File: src/hdl/tcw_pkg.sv
// ----------------------------------------------------------------------------
// tcw_pkg
// Shared constants, codes and controller/datapath interface types for the
// text console writer.
// ----------------------------------------------------------------------------
package tcw_pkg;

    // Screen geometry
    localparam int COLUMNS      = 80;
    localparam int ROWS         = 25;
    localparam int CELLS        = COLUMNS * ROWS;
    localparam int SCROLL_CELLS = (ROWS - 1) * COLUMNS;
    localparam int TAB_STOP     = 8;

    // Field widths
    localparam int OP_W   = 2;
    localparam int CHAR_W = 8;
    localparam int CLR_W  = 4;
    localparam int IDX_W  = 11;
    localparam int COL_W  = 7;
    localparam int ROW_W  = 5;
    localparam int CELL_W = CHAR_W + 2 * CLR_W;
    localparam int CFG_W  = 1;

    // Operation codes
    localparam logic [OP_W-1:0] OP_PUT   = 2'd0;
    localparam logic [OP_W-1:0] OP_CLEAR = 2'd1;
    localparam logic [OP_W-1:0] OP_READ  = 2'd2;

    // Character codes
    localparam logic [CHAR_W-1:0] CODE_BS    = 8'h08;
    localparam logic [CHAR_W-1:0] CODE_TAB   = 8'h09;
    localparam logic [CHAR_W-1:0] CODE_LF    = 8'h0A;
    localparam logic [CHAR_W-1:0] CODE_CR    = 8'h0D;
    localparam logic [CHAR_W-1:0] CODE_SPACE = 8'h20;

    // Configuration register indexes and reset values
    localparam logic [CFG_W-1:0] CFG_BLANK_FG = 1'b0;
    localparam logic [CFG_W-1:0] CFG_BLANK_BG = 1'b1;
    localparam logic [CLR_W-1:0] RESET_BLANK_FG = 4'd15;
    localparam logic [CLR_W-1:0] RESET_BLANK_BG = 4'd1;

    // Commands from controller to datapath
    typedef struct packed {
        logic load_item;
        logic exec_put;
        logic clear_cursor;
        logic issue_read;
        logic scroll_step;
        logic fill_step;
        logic fill_reset_blank;
        logic cnt_zero;
        logic cnt_inc;
        logic load_out;
    } t_dp_cmd;

    // Status from datapath to controller
    typedef struct packed {
        logic [OP_W-1:0] op;
        logic            need_scroll;
        logic            scroll_end;
        logic            fill_end;
    } t_dp_sts;

    // Linear cell index of a cursor position
    function automatic logic [IDX_W-1:0] cell_index(input logic [ROW_W-1:0] row,
                                                    input logic [COL_W-1:0] col);
        cell_index = IDX_W'(row) * IDX_W'(COLUMNS) + IDX_W'(col);
    endfunction

endpackage

File: src/hdl/tcw_controller.sv
// ----------------------------------------------------------------------------
// tcw_controller
// Sequencer for the text console writer: reset sweep, per-transaction
// execution, scroll and fill sweeps, and the result handshake.
// ----------------------------------------------------------------------------
module tcw_controller (
    input  logic             i_clk,
    input  logic             i_rst_n,
    input  logic             i_in_valid,
    output logic             o_in_stall,
    output logic             o_out_valid,
    input  logic             i_out_stall,
    input  tcw_pkg::t_dp_sts i_sts,
    output tcw_pkg::t_dp_cmd o_cmd
);

    typedef enum logic [5:0] {
        S_INIT   = 6'b000001,
        S_IDLE   = 6'b000010,
        S_EXEC   = 6'b000100,
        S_SCROLL = 6'b001000,
        S_FILL   = 6'b010000,
        S_DONE   = 6'b100000
    } t_state;

    t_state r_state;
    t_state n_state;
    logic   r_out_valid;
    logic   n_out_valid;
    logic   out_free;

    assign out_free = !r_out_valid || !i_out_stall;

    // Next state and datapath commands
    always_comb begin
        n_state = r_state;
        o_cmd   = '0;
        case (r_state)
            S_INIT: begin
                o_cmd.fill_step        = 1'b1;
                o_cmd.fill_reset_blank = 1'b1;
                if (i_sts.fill_end) begin
                    n_state = S_IDLE;
                end else begin
                    o_cmd.cnt_inc = 1'b1;
                end
            end
            S_IDLE: begin
                if (i_in_valid) begin
                    o_cmd.load_item = 1'b1;
                    n_state         = S_EXEC;
                end
            end
            S_EXEC: begin
                case (i_sts.op)
                    tcw_pkg::OP_PUT: begin
                        o_cmd.exec_put = 1'b1;
                        if (i_sts.need_scroll) begin
                            o_cmd.cnt_zero = 1'b1;
                            n_state        = S_SCROLL;
                        end else begin
                            n_state = S_DONE;
                        end
                    end
                    tcw_pkg::OP_CLEAR: begin
                        o_cmd.clear_cursor = 1'b1;
                        o_cmd.cnt_zero     = 1'b1;
                        n_state            = S_FILL;
                    end
                    tcw_pkg::OP_READ: begin
                        o_cmd.issue_read = 1'b1;
                        n_state          = S_DONE;
                    end
                    default: begin
                        n_state = S_DONE;
                    end
                endcase
            end
            S_SCROLL: begin
                // Copy rows up; the counter stays at the bottom row start
                o_cmd.scroll_step = 1'b1;
                if (i_sts.scroll_end) begin
                    n_state = S_FILL;
                end else begin
                    o_cmd.cnt_inc = 1'b1;
                end
            end
            S_FILL: begin
                o_cmd.fill_step = 1'b1;
                if (i_sts.fill_end) begin
                    n_state = S_DONE;
                end else begin
                    o_cmd.cnt_inc = 1'b1;
                end
            end
            S_DONE: begin
                if (out_free) begin
                    o_cmd.load_out = 1'b1;
                    n_state        = S_IDLE;
                end
            end
            default: begin
                n_state = S_INIT;
            end
        endcase
    end

    // Hold the result until the receiver takes it
    always_comb begin
        n_out_valid = r_out_valid && i_out_stall;
        if (o_cmd.load_out) begin
            n_out_valid = 1'b1;
        end
    end

    always_ff @(posedge i_clk) begin
        if (!i_rst_n) begin
            r_state     <= S_INIT;
            r_out_valid <= 1'b0;
        end else begin
            r_state     <= n_state;
            r_out_valid <= n_out_valid;
        end
    end

    assign o_in_stall  = (r_state != S_IDLE);
    assign o_out_valid = r_out_valid;

endmodule

File: config.mk
export PLATFORM = sky130hd
export DESIGN_NAME = tcw_controller
export DESIGN_NICKNAME = d
export VERILOG_FILES = /design/src/hdl/tcw_pkg.sv /design/src/hdl/tcw_controller.sv
export SDC_FILE = /design/constraint.sdc
export NUM_CORES = 1
export LEC_CHECK = 0
export BUFFER_PORTS_ARGS = -buffer_cell sky130_fd_sc_hd__buf_4
export CORE_AREA = 2 2 39 41
export DETAILED_ROUTE_END_ITERATION = 12
export DIE_AREA = 0 0 41 43
export PLACE_DENSITY_LB_ADDON = 0.25
export SLEW_MARGIN = 20
export SYNTH_ARGS = -nofsm -noshare
export SYNTH_HDL_FRONTEND = slang
export SYNTH_SLANG_ARGS = --single-unit
File: constraint.sdc
create_clock -name i_clk -period 4.7 [get_ports i_clk]
set_input_delay 0.705 -clock i_clk [delete_from_list [all_inputs] [get_ports i_clk]]
set_output_delay 0.705 -clock i_clk [all_outputs]
set_load 0.03 [all_outputs]
Yosys cells after proc, flatten, opt, wreduce, memory -nomap -nowiden --
Index checks and enable logic that the tools add are counted.
Cells by class: multiplexer cells 26, equality and inequality tests 14, reductions and logical operators 7
Operator list (count):
- 6-bit 2-to-1 mux | 6
- 6-bit case mux with 6 select lines | 1
- 1-bit 2-to-1 mux | 15
- 6-bit case mux with 2 select lines | 1
- 2-bit inequality test, second input constant | 5
- 6-bit by 1-bit equality test with 1-bit output, second input constant | 1
- 6-bit by 2-bit equality test with 1-bit output, second input constant | 1
- 6-bit by 3-bit equality test with 1-bit output, second input constant | 1
- 6-bit by 4-bit equality test with 1-bit output, second input constant | 1
- 6-bit by 5-bit equality test with 1-bit output, second input constant | 1
- 6-bit equality test, second input constant | 1
- 6-bit by 2-bit inequality test with 1-bit output, second input constant | 1
- 5-bit AND reduction | 1
- 1-bit case mux with 2 select lines | 2
- 3-bit 2-to-1 mux | 1
- 2-bit by 1-bit equality test with 1-bit output, second input constant | 1
- 2-bit equality test, second input constant | 1
- 1-bit zero test | 2
- 2-bit zero test | 1
- 2-bit OR reduction | 1
- 1-bit logical AND | 1
- 1-bit logical OR | 1
Word-level totals: output and inout port bits 12, bits in registers 7

Longest topological paths before layout --
depth in word-level cells 5, mapped depth 5, mapped depth without buffers 4

Least setup slack after synthesis --
OpenSTA, ideal clock, no wires.
path type register to output, from reg r_state[4], to out o_cmd[7] (netlist bit), setup slack 2.023 ns, arrival time 1.972 ns, cell stages (with the launch flop) 3, path buffers 0, data required time 3.995 ns, cells stage by stage dfxtp_1 or4_1 nor4b_1
RTL lines:
- start: declaration | line tcw_controller.sv:26 | t_state r_state;
- start signal: assignment | line tcw_controller.sv:121 | r_state <= n_state;
- end: declaration | line tcw_controller.sv:14 | output tcw_pkg::t_dp_cmd o_cmd

==> results.cfg <==
[cts]
ctsHoldBuffers = 0
clockBufferDepth = 2
insertion_delay_ns = 0.26
post_cts_resize_count = 0
post_cts_buffers = 0
numCtsBuffers = 3
h-tree-depth = 1
cts_root_buf = clkbuf_4
tritoncts = yes
clkTransAtPathRegs_ns = 0.04
cts_sinks = 7

[power_and_ir_drop]
total_power_uw = 219
p_per_area_nw_per_um2 = 317
ir_worst_vdd_mv = 0.171
p_leak_nw = 0.286

[finish]
antenna_cells = 0
nNetsFinal = 99
area_growth_pct = 36.4
drive_above_1_share_pct = 27.0

[route]
wirelength_um = 1470
wire_per_inst_um = 14.0
drt_iter0_drc = 17
vias_per_cell = 5.53
ant_nets = 0
vias = 581
drc = 0
drtPass1Iterations = 4

[floorplanning]
rows = 14
die_w_um = 41
ios = 21
core_area_um2 = 1380
die_h_um = 43
start_util_pct = 36.5
die_area_um2 = 1760

[min_path]
holdCritPathClass = reg2reg

[place]
portBuffers = 20
place_ws_ns = 2.28
gp_congestion = 0.829
dp_hpwl_um = 1080

[synth]
synth-seq-area-share_pct = 27.7
async_flop_share_pct = 0
synthDistinctLibCells = 31
ys_ff_latch = 7
synth-main-ff-cell = dfxtp_1
synthTopCellsByArea = dfxtp_1 (28%), or4_1 (5.9%), or3_1 (5.0%)
synth-edff-count = 0
synthCells = 68
syn_area_per_cell_um2 = 7.43
synth_most_common_cell = dfxtp_1
synthTopCellsByCount = dfxtp_1 (7), inv_1 (5)
synth.largest_area_cell = dfxtp_1
yosysTopAreaCellShare_pct = 27.7
yosys_warnings = 0
synth_area_um2 = 505
syn-num-nets = 77

[setup_path]
arrival_ns = 1.99
path_class = reg2out
end_kind = output port
worst_path_largest_cell_delay_ns = 0.65
start_kind = flop
crit_family = simple AND/OR/NAND/NOR gates
cp_num_buf_inv = 1
critPathRequiredTime_ns = 3.99
cp_max_fo = 7
critPathSlowestCell = or4_1
crit_chain = or4_1 -> or3_1 -> nand2_1 -> buf_4

[global_routing]
use_met3_pct = 6.81
grt_pass1_vias = 580
antenna_found_initial = 0
overflow = 0
grt-busiest-layer = met2
grt_max_degree = 12
grt.total_usage_pct = 19.4
met2_usage_pct = 31.6
met1_usage_pct = 24.4
grt_pass1_wl_um = 2390

[sta]
final.setup.tns_ns = 0
fin_crit_ns = 2.70
worst_pin_slew_ns = 0.455
rsz0062_at_grt = false
final-setup-viol-count = 0
fmax_ghz = 0.371
period_share_pct = 57.4
layout_setup_ws_ns = 2.00
hold_viol_final = 0
slew_violations = 0
skew_ns = 0.00869
maxSlewHeadroom_pct = 69.2

[flow_run]
maxCapViolCount = 0

[run_status]
outcome = complete, no violations
## final cells by class
cell class	instances	area [um2]
clock buffer	4	26.3
fill	141	694
inverter	5	18.8
multi-input combinational	53	334
sequential	7	140
tap	16	20.0
timing repair buffer	20	150
## power by group
| part | switching, mW | leakage, nW | internal [mW] | total [mW] |
|---|---|---|---|---|
| Clock | 0.0225 | 0.0150 | 0.0324 | 0.0549 |
| Combinational | 0.0524 | 0.214 | 0.0380 | 0.0904 |
| Sequential | 0.00952 | 0.0569 | 0.0640 | 0.0736 |
## per-layer routing
metal,wire (um),part of all wire (%)
met3,126,8.6
met1,607,41
met5,0,0
met4,0,0
met2,735,50
## flip-flops by register name, summed over array words and instances (netlist names)
| register | count |
|---|---|
| r_state | 6 |
| o_out_valid | 1 |
## layout by cell type (no fill, tap or decap)
| cell | n |
|---|---|
| clkbuf_1 | 1 |
| inv_1 | 5 |
| nor4_1 | 2 |
| buf_4 | 20 |
| nor4b_1 | 2 |
| nand2b_1 | 2 |
| clkbuf_4 | 3 |
| nand2_1 | 4 |
| or2b_1 | 1 |
| and3_1 | 2 |
| or3_1 | 4 |
| nand3_1 | 1 |
| or4_1 | 4 |
| nor2b_1 | 2 |
| a21oi_1 | 3 |
| a221oi_1 | 2 |
| or2_2 | 1 |
| a221o_1 | 1 |
| nor2_1 | 4 |
| nor3_1 | 3 |
| o21ai_0 | 4 |
| o21bai_1 | 1 |
| dfxtp_1 | 7 |
| a311o_1 | 1 |
| o2111ai_1 | 1 |
| o211ai_1 | 1 |
| o311ai_0 | 1 |
| nand3b_1 | 1 |
| nor3b_1 | 1 |
| xnor2_1 | 1 |
| and2_0 | 1 |
| and2_1 | 2 |
## path summary, 6_finish.rpt
kind | from | endpoint | slack, ns | cells after the start
min reg2reg | o_out_valid | o_out_valid | 0.50 | 2
max | r_state[1] | o_cmd[1] | 2.00 | 4
max reg2reg | r_state[1] | r_state[0] | 2.69 | 4
min | o_out_valid | o_out_valid | 0.50 | 2
## tightest hold or removal path, delay by kind of cell, from the launching register on
kind	cells	cell delay, ns
DFF	1	0.31
and+or+nand+nor	1	0.08
AOI/OAI and AO/OA	1	0.06
## per-stage QoR
stage	hold WS, ns	instance area, um2	utilization, %	instances
finish	0.500	689	49.8	105
global route	0.536	689	49.8	105
CTS	0.501	689	49.8	105
detailed placement	0.493	663	47.9	101
global placement	0.489	663	47.9	101
floorplan	0.572	505	-	68
## cells by family after synthesis
family	Yosys count	share of synthesized area, %
AOI/OAI and AO/OA	15	20.8
xor gates and xnor gates	1	1.73
buffers and inverters	8	6.19
DFF	7	27.7
and+or+nand+nor	37	43.6
(Power assumes the default switching activity.)
